===== src/hdl/lbf_pkg.sv =====
package lbf_pkg;

    localparam int CH_N    = 3;
    localparam int COLOR_W = 8;
    localparam int STEP_W  = 9;
    localparam int ACC_W   = 17;
    localparam int DUR_W   = 15;
    localparam int CNT_W   = 7;
    localparam int IDX_W   = 6;
    localparam int JUMP_W  = 8;
    localparam int WORK_W  = 19;

    localparam logic [2:0] KIND_FADE     = 3'd0;
    localparam logic [2:0] KIND_REDIRECT = 3'd1;
    localparam logic [2:0] KIND_YANK     = 3'd2;
    localparam logic [2:0] KIND_SET      = 3'd3;
    localparam logic [2:0] KIND_ROTATE   = 3'd4;
    localparam logic [2:0] KIND_TICK     = 3'd5;
    localparam logic [2:0] KIND_READ     = 3'd6;
    localparam logic [2:0] KIND_NONE     = 3'd7;

    localparam logic CFG_LED_COUNT = 1'b0;
    localparam logic CFG_REPORT    = 1'b1;

    typedef logic [CH_N-1:0][COLOR_W-1:0] rgb_t;

    typedef struct packed {
        rgb_t                           color;
        rgb_t                           target;
        logic [CH_N-1:0][STEP_W-1:0]    step;
        logic [DUR_W-1:0]               dur;
        logic [CH_N-1:0][ACC_W-1:0]     acc;
    } led_word_t;

    localparam int WORD_W = $bits(led_word_t);

    typedef struct packed {
        logic [2:0]        kind;
        logic [IDX_W-1:0]  led;
        logic [DUR_W-1:0]  dur;
        rgb_t              rgb;
        logic [CNT_W-1:0]  cnt;
        logic [JUMP_W-1:0] jmp;
    } cmd_t;

    localparam int CMD_W = $bits(cmd_t);

    typedef struct packed {
        logic [IDX_W-1:0] led_index;
        rgb_t             rgb;
        logic             last;
    } result_t;

    localparam int RES_W = $bits(result_t);

endpackage


===== src/hdl/lbf_front.sv =====
module lbf_front #(
    parameter int MAX_LEDS = 64
) (
    input  logic                    clk,
    input  logic                    rst_n,
    input  logic                    push,
    output logic                    full,
    input  logic [2:0]              kind,
    input  logic [5:0]              led,
    input  logic [14:0]             duration,
    input  logic [7:0]              red,
    input  logic [7:0]              green,
    input  logic [7:0]              blue,
    input  logic [6:0]              range_count,
    input  logic signed [7:0]       jump,
    input  logic                    cfg_write,
    input  logic                    cfg_index,
    input  logic [6:0]              cfg_data,
    output logic                    report,
    output logic                    cmd_push,
    output lbf_pkg::cmd_t           cmd_data,
    input  logic                    cmd_full
);
    import lbf_pkg::*;

    logic [CNT_W-1:0] led_count_reg;
    logic             report_reg;
    logic [CNT_W-1:0] active;
    logic [CNT_W-1:0] led_ext;
    logic [CNT_W:0]   range_end;
    logic [CNT_W-1:0] clip_cnt;
    logic             in_range;
    logic             keep;

    always_ff @(posedge clk or negedge rst_n)
    begin
        if (!rst_n)
        begin
            led_count_reg <= CNT_W'(64);
            report_reg    <= 1'b0;
        end
        else if (cfg_write)
        begin
            unique case (cfg_index)
                CFG_LED_COUNT: led_count_reg <= cfg_data;
                CFG_REPORT:    report_reg    <= cfg_data[0];
                default:       ;
            endcase
        end
    end

    assign report    = report_reg;
    assign active    = (led_count_reg > CNT_W'(MAX_LEDS)) ? CNT_W'(MAX_LEDS) : led_count_reg;
    assign led_ext   = CNT_W'(led);
    assign in_range  = led_ext < active;
    assign range_end = (CNT_W+1)'(led_ext) + (CNT_W+1)'(range_count);
    assign clip_cnt  = (range_end > (CNT_W+1)'(active)) ? active - led_ext : range_count;

    // Classify: drop out-of-range, empty and unused commands here.
    always_comb
    begin
        cmd_data      = '0;
        cmd_data.kind = kind;
        cmd_data.led  = led;
        cmd_data.dur  = duration;
        cmd_data.rgb  = {blue, green, red};
        cmd_data.cnt  = range_count;
        cmd_data.jmp  = jump;
        keep          = 1'b0;
        unique case (kind)
            KIND_TICK:
            begin
                cmd_data.cnt = active;
                keep         = (active != '0);
            end
            KIND_ROTATE:
            begin
                cmd_data.cnt = clip_cnt;
                keep         = in_range && (clip_cnt != '0) && (jump != '0);
            end
            KIND_NONE:
            begin
                keep = 1'b0;
            end
            default:
            begin
                keep = in_range;
            end
        endcase
    end

    assign full     = cmd_full;
    assign cmd_push = push && !cmd_full && keep;

endmodule


===== config.mk =====
export PLATFORM = sky130hd
export DESIGN_NAME = lbf_front
export DESIGN_NICKNAME = d
export VERILOG_FILES = /design/src/hdl/lbf_pkg.sv /design/src/hdl/lbf_front.sv
export SDC_FILE = /design/constraint.sdc
export NUM_CORES = 1
export LEC_CHECK = 0
export BUFFER_PORTS_ARGS = -buffer_cell sky130_fd_sc_hd__buf_2
export CORE_UTILIZATION = 44
export CTS_BUF_LIST = sky130_fd_sc_hd__clkbuf_8
export DETAILED_ROUTE_END_ITERATION = 10
export GPL_ROUTABILITY_DRIVEN = 0
export PLACE_DENSITY = 0.89
export SLEW_MARGIN = 15
export SYNTH_ARGS = -nofsm -noshare
export SYNTH_HDL_FRONTEND = slang
export SYNTH_SLANG_ARGS = --single-unit

===== constraint.sdc =====
create_clock -name clk -period 9.35 [get_ports clk]
set_clock_uncertainty 0.05 [all_clocks]
set_input_delay 1.87 -clock clk [delete_from_list [all_inputs] [get_ports clk]]
set_output_delay 1.87 -clock clk [all_outputs]
set_load 0.01 [all_outputs]

==> flow_summary.json <==
{
  "io_pins": 142,
  "rr_endpoint": "led_count_reg[6]",
  "maxCapViolCount": 0,
  "vias_per_cell": 5.49,
  "fmax_ghz": 0.142,
  "htree_levels": 1,
  "setup_viol": 0,
  "cts_num_sinks": 8,
  "clkSlewWorstSetupHoldPaths_ns": 0.04,
  "path_cells": "buf_2, ha_1, fa_1, a21o_1, a21oi_1, o21bai_1, a21oi_1, xnor2_1, ha_1, nand3_1, nor2_1, a211oi_2, a211oi_4, or2b_4, o31a_2, buf_2",
  "dr.pass1.iters": 4,
  "synth_edf_count": 0,
  "worst_path_largest_cell_delay_ns": 0.42,
  "outcome": "complete, no violations",
  "drtIter0Drc": 55,
  "peakVddDrop_mv": 0.0917,
  "clk_latency_ns": 0.22,
  "avgRoutedWirePerCell_um": 14.4,
  "critical_path.startpoint_type": "input pin",
  "setup_tns_ns": 0,
  "synth_seq_cells": 8,
  "most-common-layout-cells": "buf_2, ha_1, inv_1",
  "syn_inst": 229,
  "fillers": 398,
  "hold_violations": 0,
  "grt_start_max_net_pins": 21,
  "drt-total-wl_mm": 4.08,
  "grt_pass1_vias": 1484,
  "synthesis.nets": 326,
  "crit_fanout": 9,
  "largest_register_ffs": 7,
  "grt_pass1_wl_mm": 6.58,
  "core.rowCount": 22,
  "post_cts_buffers": 0,
  "dp_hpwl_mm": 3.53,
  "syn_area_mm2": 0.00178,
  "pre_cts_ws_ns": 2.28,
  "layout_commonest_cell": "buf_2",
  "port_buffers": 63,
  "drive_gt1_frac": 0.349,
  "rr_worst_depth": 2,
  "num_vias": 1555,
  "fp.dieW_um": 65.5,
  "path_delay_family": "compound AO/OA/AOI/OAI gates",
  "power.density_mw_per_mm2": 130,
  "post-route-period-util": 0.756,
  "cts_tree": "yes",
  "crit_type": "in2out",
  "root_buffer": "clkbuf_8",
  "area_growth_pct": -1.27,
  "final.min_clock_period_ns": 7.07,
  "drv_slew": 0,
  "start_util": 0.471,
  "fin_util": 0.465,
  "cp_num_cells": 16,
  "antenna_left": 0,
  "startpoint": "led[0]",
  "p_leak_nw": 0.874,
  "critPathArrivalTime_ns": 5.15,
  "hold_class": "reg2reg",
  "fin_nets": 333,
  "cts_made_buffers": 3,
  "reg2reg_from": "led_count_reg[6]",
  "cp-endpoint": "cmd_data[14]",
  "die_area_mm2": 0.00430,
  "async_reset_ff_frac": 1.00,
  "placed_cells": 279,
  "rsz0062_at_grt": "false",
  "drc": 0,
  "final_cells": 283,
  "gr-total-overflow": 0,
  "cts_buffer_depth": 2,
  "slowest_stage": "fa_1",
  "coreArea_mm2": 0.00377,
  "ys_types": 36,
  "slew_headroom": 0.503,
  "yosysWarnings": 0,
  "r2r_setup_slack_ns": 8.21,
  "synthFlopType": "dfrtp_1",
  "grt_usage": 0.198,
  "antenna_found_initial": 0,
  "diodes": 0,
  "path_buf_inv": 2,
  "die_height_um": 65.5,
  "ys_seq_area_frac": 0.113,
  "worst_slack_ns": 2.28,
  "critPathCaptureType": "output pin",
  "worst_hold_slack_ns": 0.458,
  "cp.required_ns": 7.43,
  "worstMarginPinSlew_ns": 0.744,
  "avgSynthCellArea_um2": 7.76,
  "postCtsResizedCells": 0,
  "ctsHoldBuffers": 0
}
-- per-stage QoR --
| step | instance area (µm²) | power (W) |
|---|---|---|
| 4_1_cts | 1750 | 0.000230 |
| 5_1_grt | 1750 | 0.000251 |
| 3_5_place_dp | 1710 | 0.000187 |
| 6_report | 1750 | 0.000229 |
| 2_1_floorplan | 1780 | 0.000167 |
| 3_3_place_gp | 1710 | 0.000182 |
-- cell usage after synthesis (3+ instances only) --
cell type,n,area [µm²]
clkbuf_1,4,15.0
o21ai_0,4,20.0
ha_1,19,238
nor4_1,5,31.3
nor2b_1,5,31.3
xnor2_1,5,43.8
buf_4,57,428
dfrtp_1,7,175
a21o_1,3,22.5
nor3_1,6,30.0
o31a_1,5,43.8
inv_1,17,63.8
o22ai_1,8,50.1
mux2_2,7,78.8
nand3_1,3,15.0
nor2_1,17,63.8
a21oi_1,16,80.1
nand2_1,11,41.3
o31a_2,4,40.0
-- worst reg2reg max path: stages (launching register included) --
cell	delay, ns
dfstp_2	0.56
clkinv_1	0.23
o21ai_0	0.22
-- cell families (layout without fill, tap and decap cells) --
| logic type | after synthesis | after routing | share of synthesized area |
|---|---|---|---|
| flip-flops | 8 | 8 | 0.113 |
| buffers and inverters | 79 | 85 | 0.287 |
| AND/OR/NAND/NOR | 52 | 52 | 0.140 |
| adder cells (fa/ha/maj) | 21 | 21 | 0.156 |
| XOR/XNOR | 7 | 7 | 0.0345 |
| multiplexers | 7 | 7 | 0.0444 |
| AO/OA/AOI/OAI | 55 | 55 | 0.224 |
-- worst min-delay path by stage --
| stage | from | endpoint | slack, ns | cells after the start |
|---|---|---|---|---|
| global route | report | report | 0.48 | 1 |
| detailed placement | report | report | 0.45 | 1 |
| finish | report | report | 0.46 | 1 |
| CTS | report | report | 0.46 | 1 |
| global placement | report | report | 0.44 | 1 |
| floorplan | led_count_reg[1] | led_count_reg[1] | 0.45 | 1 |
-- report_power, final --
part	internal [W]	switching [W]	total [W]	leakage, nW
Combinational	0.0000631	0.0000796	0.000143	0.754
Sequential	0.0000403	0.00000416	0.0000445	0.0926
Clock	0.0000284	0.0000131	0.0000415	0.0269
-- per-layer routing --
metal  GRT usage  routed length [µm]  up-vias
met1       0.219                1580      691
met2       0.378                2100       81
met5           0                   0        -
li1            -                   -      767
met4      0.0897                 121        0
met3      0.0174                 281       16
-- layout make-up --
| cell class | instances | area [µm²] | area share |
|---|---|---|---|
| multi-input combinational | 142 | 1060 | 0.607 |
| timing repair buffer | 63 | 315 | 0.180 |
| sequential | 8 | 201 | 0.115 |
| inverter | 18 | 67.6 | 0.0385 |
| tap | 48 | 60.1 | 0.0342 |
| clock buffer | 3 | 41.3 | 0.0235 |
| clock inverter | 1 | 3.75 | 0.00214 |
Power figures use the tool's default switching activity.
