[src/hdl/lbf_fifo.sv]
module lbf_fifo #(
    parameter int WIDTH = 8,
    parameter int DEPTH = 2
) (
    input  logic             clk,
    input  logic             rst_n,
    input  logic             push,
    input  logic [WIDTH-1:0] din,
    output logic             full,
    input  logic             pop,
    output logic [WIDTH-1:0] dout,
    output logic             empty
);

    localparam int AW = (DEPTH > 1) ? $clog2(DEPTH) : 1;

    logic [WIDTH-1:0] slot_reg [DEPTH];
    logic [AW-1:0]    wr_ptr_reg, rd_ptr_reg;
    logic [AW:0]      count_reg;
    logic             do_push, do_pop;

    assign full    = (count_reg == (AW+1)'(DEPTH));
    assign empty   = (count_reg == '0);
    assign do_push = push && !full;
    assign do_pop  = pop && !empty;
    assign dout    = slot_reg[rd_ptr_reg];

    always_ff @(posedge clk or negedge rst_n)
    begin
        if (!rst_n)
        begin
            wr_ptr_reg <= '0;
            rd_ptr_reg <= '0;
            count_reg  <= '0;
        end
        else
        begin
            if (do_push)
            begin
                wr_ptr_reg <= (wr_ptr_reg == AW'(DEPTH - 1)) ? '0 : wr_ptr_reg + 1'b1;
            end
            if (do_pop)
            begin
                rd_ptr_reg <= (rd_ptr_reg == AW'(DEPTH - 1)) ? '0 : rd_ptr_reg + 1'b1;
            end
            count_reg <= count_reg + (AW+1)'(do_push) - (AW+1)'(do_pop);
        end
    end

    always_ff @(posedge clk)
    begin
        if (do_push)
        begin
            slot_reg[wr_ptr_reg] <= din;
        end
    end

endmodule

[config.mk]
export PLATFORM = sky130hd
export DESIGN_NAME = lbf_fifo
export DESIGN_NICKNAME = d
export VERILOG_FILES = /design/src/hdl/lbf_fifo.sv
export SDC_FILE = /design/constraint.sdc
export NUM_CORES = 1
export LEC_CHECK = 0
export BUFFER_PORTS_ARGS = -buffer_cell sky130_fd_sc_hd__buf_2
export CAP_MARGIN = 20
export CORE_MARGIN = 3
export CORE_UTILIZATION = 35
export DETAILED_ROUTE_END_ITERATION = 6
export GPL_TIMING_DRIVEN = 1
export PLACE_DENSITY = 0.55
export SLEW_MARGIN = 20
export SYNTH_ARGS = -nofsm -noshare
export SYNTH_HDL_FRONTEND = slang
export SYNTH_SLANG_ARGS = --single-unit
[constraint.sdc]
create_clock -name clk -period 2.5 [get_ports clk]
set_input_delay 0 -clock clk [delete_from_list [all_inputs] [get_ports clk]]
set_output_delay 0 -clock clk [all_outputs]
set_load 0.01 [all_outputs]
==> results of run 1 <==
==> path summary, 6_finish.rpt <==
kind | to | slack [ns]
max | slot_reg[0][7]$_DFFE_PP_ | 0.92
min | wr_ptr_reg$_DFFE_PN0N_ | 0.03
max reg2reg | slot_reg[0][7]$_DFFE_PP_ | 0.92
min reg2reg | wr_ptr_reg$_DFFE_PN0N_ | 0.51
max in group asynchronous | rd_ptr_reg$_DFFE_PN0P_ | 2.35
min in group clk | wr_ptr_reg$_DFFE_PN0N_ | 0.03
==> cells in the final DEF, fill, tap and decap left out, types with 2 or more instances in the layout <==
cell type / instances
buf_2: 21
mux2_2: 8
clkbuf_4: 3
ha_1: 2
inv_1: 2
edfxtp_1: 16
dlygate4sd3_1: 9
dfrtp_1: 4
xnor2_1: 3
==> where the power goes <==
part	internal, mW	switching, mW
logic	0.187	0.166
registers	0.466	0.0649
clock network	0.162	0.0949
==> cell families (layout without fill, tap and decap cells) <==
| family | Yosys count | count (layout) | share of synthesized area |
|---|---|---|---|
| XOR/XNOR | 4 | 4 | 0.0447 |
| adder cells (fa/ha/maj) | 2 | 2 | 0.0319 |
| buffers and inverters | 3 | 36 | 0.0239 |
| AND/OR/NAND/NOR | 6 | 6 | 0.0447 |
| flip-flops | 20 | 20 | 0.740 |
| multiplexers | 8 | 8 | 0.115 |
==> metal layers <==
metal / vias to the layer above / part of all wire
met5: - / 0
met4: 0 / 0
met3: 0 / 0.071
met2: 15 / 0.49
met1: 212 / 0.44
li1: 222 / -
==> timing repair <==
action,CTS,global route
hold endpoints to repair,20,0
hold buffers,9,0
endpoints found under the setup margin,0,0
==> through the flow <==
stage / cell area, um^2 / utilization / setup slack, ns / hold WS (ns) / cells
final: 1050 / 0.517 / 0.923 / 0.0260 / 103
after CTS: 1050 / 0.517 / 0.872 / 0.00562 / 103
after global routing: 1050 / 0.517 / 0.803 / 0.0237 / 103
after detailed placement: 912 / 0.447 / 0.881 / -0.185 / 90
after floorplan: 785 / - / 1.02 / -0.296 / 43
after global placement: 912 / 0.447 / 0.905 / -0.184 / 90
==> layout make-up <==
| type | count | area, um^2 | area share |
|---|---|---|---|
| clock buffer | 3 | 22.5 | 0.0214 |
| timing repair buffer | 30 | 195 | 0.185 |
| inverter | 2 | 7.51 | 0.00712 |
| tap | 27 | 33.8 | 0.0320 |
| multi-input combinational | 20 | 185 | 0.176 |
| sequential | 20 | 581 | 0.550 |
| clock inverter | 1 | 30.0 | 0.0285 |
==> results_dict.tcl, run 1 <==
set metrics [dict create \
    cp_top_family "simple AND/OR/NAND/NOR gates" \
    rows 16 \
    cts-root-buf "clkbuf_4" \
    grt-busiest-layer "met2" \
    cts_tree "done" \
    synth_cell_types 14 \
    synth_ff_type "edfxtp_1" \
    yosysSeqAreaShare 0.740 \
    p_leak_nw 0.434 \
    viasPerCell 4.36 \
    drive_above_1_share 0.461 \
    clk_latency_ns 0.29 \
    numCtsBuffers 3 \
    slowest_delay_ns 0.56 \
    power_mw 1.14 \
    grtUsageMet3 0.0282 \
    overflow 0 \
    cp_data_required_time_ns 2.44 \
    io_buffers 21 \
    setup_viol 0 \
    critPathBufInv 0 \
    yosys_warnings 0 \
    grt_max_degree 13 \
    ir_drop_mv 0.673 \
    ios 22 \
    startpoint "count_reg[1]$_DFF_PN0_" \
    antenna_found_initial 0 \
    syn-num-nets 57 \
    drv_cap 0 \
    clockBufferDepth 2 \
    endpoint_kind "flop" \
    grt_pass1_vias 472 \
    hold_path.class "in -> async" \
    num_vias 449 \
    cts_resized 0 \
    track_usage 0.102 \
    synth_most_common_cell "edfxtp_1" \
    h-tree-depth 1 \
    netlist_instances 43 \
    cts.clk_slew.worst_paths_ns 0.11 \
    nets 91 \
    rr_startpoint "count_reg[1]$_DFF_PN0_" \
    finalWirelength_um 1210 \
    syn-cell-area_um2 785 \
    fmax_mhz 634 \
    drt_iter0_markers 8 \
    cp.depth 3 \
    synth_edf_count 16 \
    status "complete, no violations" \
    core_um2 2040 \
    area_growth_pct 34.4 \
    place_hpwl_um 829 \
    fillers 187 \
    netlist_top_cells_count "edfxtp_1, mux2_2, dfrtp_1" \
    path_max_fanout 8 \
    ant_nets 0 \
    fp.dieW_um 53.3 \
    clkSinkCount 20 \
    use_met1 0.125 \
    dr.pass1.iters 3 \
    setup_tns_ns 0 \
    grt_pass1_wl_um 1990 \
    synth_top_area_share 0.612 \
    drv_slew 0 \
    yosysTopAreaCell "edfxtp_1" \
    n_antenna_cell 0 \
    worst_pin_slew_ns 0.713 \
    syn_area_per_cell_um2 18.2 \
    crit_path_start_kind "flop" \
    path_class "reg -> reg" \
    routedWlPerCell_um 11.8 \
    rsz0062_at_grt "no" \
    finalHoldViolations 0 \
    finalCritPeriodShare 0.631 \
    r2r.worst_path.cells 3 \
    post_cts_buffers 0 \
    post-route-min-period_ns 1.58 \
    cellPowerDensity_nw_per_um2 1080 \
    slew_headroom 0.523 \
    use_met2 0.161 \
    die_h_um 53.3 \
    worstPathArrival_ns 1.51 \
    start_util 0.384 \
    synth_area_leaders "edfxtp_1, dfrtp_1, mux2_2" \
    ys_ff_latch 20 \
    synthArstFlopShare 0.200 \
    skew_ns 0.00450 \
    dieArea_um2 2850 \
    largest_reg_flops 16 \
    gp_congestion 0.618 \
    cp_cell_sequence "nand2b_1 > nand2_1 > nor2_1" \
    post-route-drc-count 0 \
    slowest_stage "nor2_1" \
]
Note: power is estimated with default switching activity, not from simulation.
==> run 2: changes to the inputs <==
- PLACE_DENSITY: 0.55 -> 0.57
- clock period: 2.5 -> 1.45 ns (I/O delays scaled with it)
==> run 2 against run 1 <==
Non-clock buffer count up 7. Hold slack improved by 0.0098 ns. Routed wire length up 12%. Sequential power up 77%. Clock skew is 0.0022 ns lower. Flip-flop and latch count stayed put. Die area did not move. Global-route usage grew 1.1 points. Critical path type unchanged. Clock power about the same. Critical path depth up 4. Cell count grew 6.8%. Highest routed layer is now met4.
==> results_dict.tcl, run 2 (synthesis gave the netlist of run 1 again) <==
set metrics [dict create \
    status "complete, no violations" \
    dieArea_um2 2850 \
    endpoint_kind "flop" \
    slew_headroom 0.850 \
    grt_pass1_vias 542 \
    final_common_cell "buf_2" \
    drv_cap 0 \
    post-route-min-period_ns 1.44 \
    core_um2 2040 \
    dr.max_layer_used "met4" \
    finalWirelength_um 1350 \
    cp_top_family "flip-flops" \
    nets 98 \
    h-tree-depth 1 \
    layout_common_cells "buf_2, edfxtp_1, dlygate4sd3_1" \
    r2r.worst_path.cells 7 \
    cts.clk_slew.worst_paths_ns 0.11 \
    drv_slew 0 \
    clk_latency_ns 0.29 \
    rsz0062_at_grt "yes" \
    finalCritPeriodShare 0.994 \
    cts_tree "done" \
    numCtsBuffers 3 \
    timing.hold.ws_ns 0.0358 \
    r2r_end "count_reg[1]$_DFF_PN0_" \
    overflow 0 \
    dr_wl_met3_um 59 \
    dr.pass1.iters 3 \
    slowest_stage "dfrtp_2" \
    start_util 0.384 \
    stdcell_count 110 \
    worstPathArrival_ns 1.63 \
    clkSinkCount 20 \
    reg2reg_setup_slack_ns 0.009 \
    grt_pass1_wl_um 2220 \
    drt_iter0_markers 5 \
    num_vias 483 \
    routedWlPerCell_um 12.3 \
    met1_length_um 528 \
    clockBufferDepth 2 \
    cp_data_required_time_ns 1.63 \
    finalHoldViolations 0 \
    area_growth_pct 45.1 \
    io_buffers 21 \
    largest_reg_flops 16 \
    dr_wl_met2_um 761 \
    setup_tns_ns 0 \
    antenna_found_initial 0 \
    worst_slack_ns 0.00855 \
    skew_ns 0.00232 \
    rows 16 \
    fmax_mhz 694 \
    cp_cell_sequence "nor2_4 > nor2b_2 > ha_4 > inv_2 > ha_4 > xnor2_2 > xnor2_1" \
    drive_above_1_share 0.614 \
    slowest_delay_ns 0.45 \
    die_h_um 53.3 \
    hold_path.class "in -> async" \
    gp_congestion 0.636 \
    post-route-drc-count 0 \
    path_max_fanout 3 \
    place_hpwl_um 886 \
    cellPowerDensity_nw_per_um2 1810 \
    ir_drop_mv 0.970 \
    cts-root-buf "clkbuf_4" \
    critPathMostFrequentCell "ha_4" \
    grt_max_degree 12 \
    ios 22 \
    setup_viol 0 \
    ant_nets 0 \
    viasPerCell 4.39 \
    crit_path_start_kind "flop" \
    critPathBufInv 1 \
    worst_pin_slew_ns 0.224 \
    n_antenna_cell 0 \
    cp.depth 7 \
    dp_cells 93 \
    pre_cts_ws_ns -0.0488 \
    path_class "reg -> reg" \
    track_usage 0.113 \
    fp.dieW_um 53.3 \
    rr_startpoint "count_reg[0]$_DFF_PN0_" \
    p_leak_nw 0.464 \
]
==> run 2: cell count changes in the layout (fill, tap and decap cells not counted), moves of 2 or more <==
cell / change
buf_4: +7
dfrtp_1: -3
dfrtp_2: +3
ha_1: -2
ha_4: +2
==> run 2: cell type report <==
cell class	count	area, um^2
inverter	2	7.51
clock buffer	3	22.5
timing repair buffer	37	248
sequential	20	584
fill	191	903
multi-input combinational	20	239
clock inverter	1	3.75
tap	27	33.8
==> run 2: through the flow <==
step,utilization,power (mW),instance area [um^2]
global route,0.558,2.21,1140
detailed placement,0.466,1.63,951
global placement,0.466,1.61,951
CTS,0.541,1.99,1100
finish,0.558,2.06,1140
floorplan,-,1.39,801
==> run 2: power by group <==
part	switching [mW]	total, mW	internal (mW)
clock	0.156	0.256	0.0999
combinational	0.366	0.864	0.498
sequential	0.129	0.941	0.811
==> run 2: worst max path at each step <==
stage	startpoint	slack [ns]	end
after CTS	count_reg[0]$_DFF_PN0_	-0.03	count_reg[1]$_DFF_PN0_
after detailed placement	count_reg[0]$_DFF_PN0_	-0.05	count_reg[1]$_DFF_PN0_
after floorplan	count_reg[1]$_DFF_PN0_	-0.007	count_reg[1]$_DFF_PN0_
final	count_reg[0]$_DFF_PN0_	0.009	count_reg[1]$_DFF_PN0_
after global routing	count_reg[0]$_DFF_PN0_	-0.05	count_reg[1]$_DFF_PN0_
after global placement	count_reg[0]$_DFF_PN0_	-0.009	count_reg[1]$_DFF_PN0_
==> run 2: what timing repair did <==
item / 4_1_cts / 5_1_grt
gates resized for setup: 7 / 2
hold buffers: 9 / 0
pin swaps: 3 / 2
endpoints found under the hold margin: 20 / 0
buffers inserted: 1 / 3
setup endpoints to repair: 2 / 1
==> run 2: routing by layer <==
layer | vias up | global-route usage
met5 | - | 0
met4 | 0 | 0.0511
met3 | 2 | 0.0254
met2 | 12 | 0.216
met1 | 235 | 0.112
li1 | 234 | -
==> run 2: worst reg2reg max path, delay by kind of cell (launching register included) <==
kind	cells	cell delay [ns]
xor+xnor	2	0.25
fa+ha+maj	2	0.41
buf+inv	1	0.04
flops	1	0.45
simple gates	2	0.19
==> run 3: changes to the inputs <==
- PLACE_DENSITY: 0.57 -> not set
- PLACE_DENSITY_LB_ADDON: not set -> 0.25
==> run 3 against run 2 <==
Utilization is 0.67 points higher. Critical path type unchanged. Worst setup slack improved by 0.0033 ns. Design area up 1.2%. Via count rose by 0.41%. Largest cell class unchanged.
==> results_dict.tcl, run 3 (synthesis gave the netlist of run 1 again) <==
set metrics [dict create \
    die_h_um 53.3 \
    start_util 0.384 \
    p_comb_frac 0.425 \
    h-tree-depth 1 \
    crit_path_start_kind "flop" \
    post-route-drc-count 0 \
    ant_nets 0 \
    rsz0062_at_grt "yes" \
    num_vias 485 \
    final_common_cell "buf_2" \
    skew_ns 0.00826 \
    ir_drop_mv 1.16 \
    grt_max_degree 12 \
    clk_latency_ns 0.29 \
    clock_power_share 0.128 \
    cellPowerDensity_nw_per_um2 1830 \
    p_leak_nw 0.470 \
    setup_tns_ns 0 \
    clockBufferDepth 2 \
    track_usage 0.111 \
    n_antenna_cell 0 \
    overflow 0 \
    worst_pin_slew_ns 0.229 \
    routedWlPerCell_um 13.1 \
    post-route-min-period_ns 1.44 \
    clkSinkCount 20 \
    dr_wl_met2_um 815 \
    finalCritPeriodShare 0.992 \
    cts_tree "done" \
    worst_slack_ns 0.0119 \
    cp_data_required_time_ns 1.64 \
    fp.dieW_um 53.3 \
    grt_pass1_vias 489 \
    drt_iter0_markers 5 \
    hold_path.class "in -> async" \
    io_buffers 21 \
    core_um2 2040 \
    fmax_mhz 695 \
    pre_cts_ws_ns -0.0308 \
    power_frac_seq 0.447 \
    dr_wl_met3_um 50 \
    slew_headroom 0.847 \
    p_sw_uw 670 \
    setup_viol 0 \
    gp_congestion 0.701 \
    drv_slew 0 \
    layout_common_cells "buf_2, edfxtp_1, dlygate4sd3_1" \
    placed_cell_area_um2 966 \
    rows 16 \
    fillers 176 \
    worstPathArrival_ns 1.63 \
    antenna_found_initial 0 \
    dieArea_um2 2850 \
    met1_length_um 589 \
    path_max_fanout 3 \
    ios 22 \
    endpoint_kind "flop" \
    cts.clk_slew.worst_paths_ns 0.11 \
    largest_reg_flops 16 \
    numCtsBuffers 3 \
    switching_share 0.318 \
    place_hpwl_um 961 \
    drv_cap 0 \
    nets 99 \
    drive_above_1_share 0.607 \
    finalWirelength_um 1460 \
    dr.pass1.iters 3 \
    status "complete, no violations" \
    viasPerCell 4.37 \
    cts-root-buf "clkbuf_4" \
    dr.max_layer_used "met3" \
    finalHoldViolations 0 \
    grt_pass1_wl_um 2170 \
    final_cell_area_um2 1150 \
    p_int_mw 1.44 \
    path_class "reg -> reg" \
    area_growth_pct 46.9 \
]
run 3: metrics by stage:
stage                      util  hold slack [ns]  instances  power (mW)
after CTS                 0.559           0.0116        111        2.11
final                     0.564           0.0412        111        2.11
after global routing      0.564           0.0108        111        2.25
after global placement    0.473           -0.184         95        1.64
after detailed placement  0.473           -0.182         95        1.67
after floorplan               -           -0.296         43        1.39
run 3: path summary, 6_finish.rpt:
path / cells past startpoint / slack, ns / to / startpoint
min in group clk: 4 / 0.12 / wr_ptr_reg$_DFFE_PN0N_ / push
min reg2reg: 1 / 0.55 / wr_ptr_reg$_DFFE_PN0N_ / wr_ptr_reg$_DFFE_PN0N_
min: 2 / 0.04 / count_reg[1]$_DFF_PN0_ / rst_n
max in group asynchronous: 2 / 1.26 / rd_ptr_reg$_DFFE_PN0P_ / rst_n
max: 7 / 0.01 / count_reg[1]$_DFF_PN0_ / count_reg[0]$_DFF_PN0_
max reg2reg: 7 / 0.01 / count_reg[1]$_DFF_PN0_ / count_reg[0]$_DFF_PN0_
run 3: layer usage:
layer  global-route usage  vias to the layer above
li1                     -                      236
met1                0.141                      238
met2                0.182                       11
met3               0.0282                        0
met4               0.0383                        0
met5                    0                        -
run 3: power groups by stage:
stage,sequential [mW],combinational (mW),clock (mW)
3_5_place_dp,0.952,0.716,0
5_1_grt,0.961,0.967,0.322
4_1_cts,0.936,0.889,0.281
2_1_floorplan,0.889,0.505,0
3_3_place_gp,0.944,0.696,0
6_report,0.940,0.896,0.270
run 3: cell type report:
class	instances	area (um^2)	share of cell area
Tap cell	27	33.8	0.0293
Clock buffer	4	26.3	0.0228
Multi-Input combinational cell	20	243	0.211
Timing Repair Buffer	38	259	0.225
Inverter	2	7.51	0.00651
Sequential cell	20	583	0.506
run 3: critical path, cell delays in order, from the launching register on:
cell      delay [ns]
dfrtp_1         0.43
nand2b_4        0.17
nand2_4         0.06
ha_4            0.25
inv_2           0.04
ha_4            0.15
xnor2_2         0.12
xnor2_1         0.12
run 3: what timing repair did:
| action | 4_1_cts | 5_1_grt |
|---|---|---|
| hold buffers | 9 | 0 |
| setup endpoints to repair | 1 | 17 |
| pin swaps | 5 | 2 |
| buffers inserted | 3 | 0 |
| endpoints found under the hold margin | 20 | 0 |
| gates resized for setup | 6 | 3 |
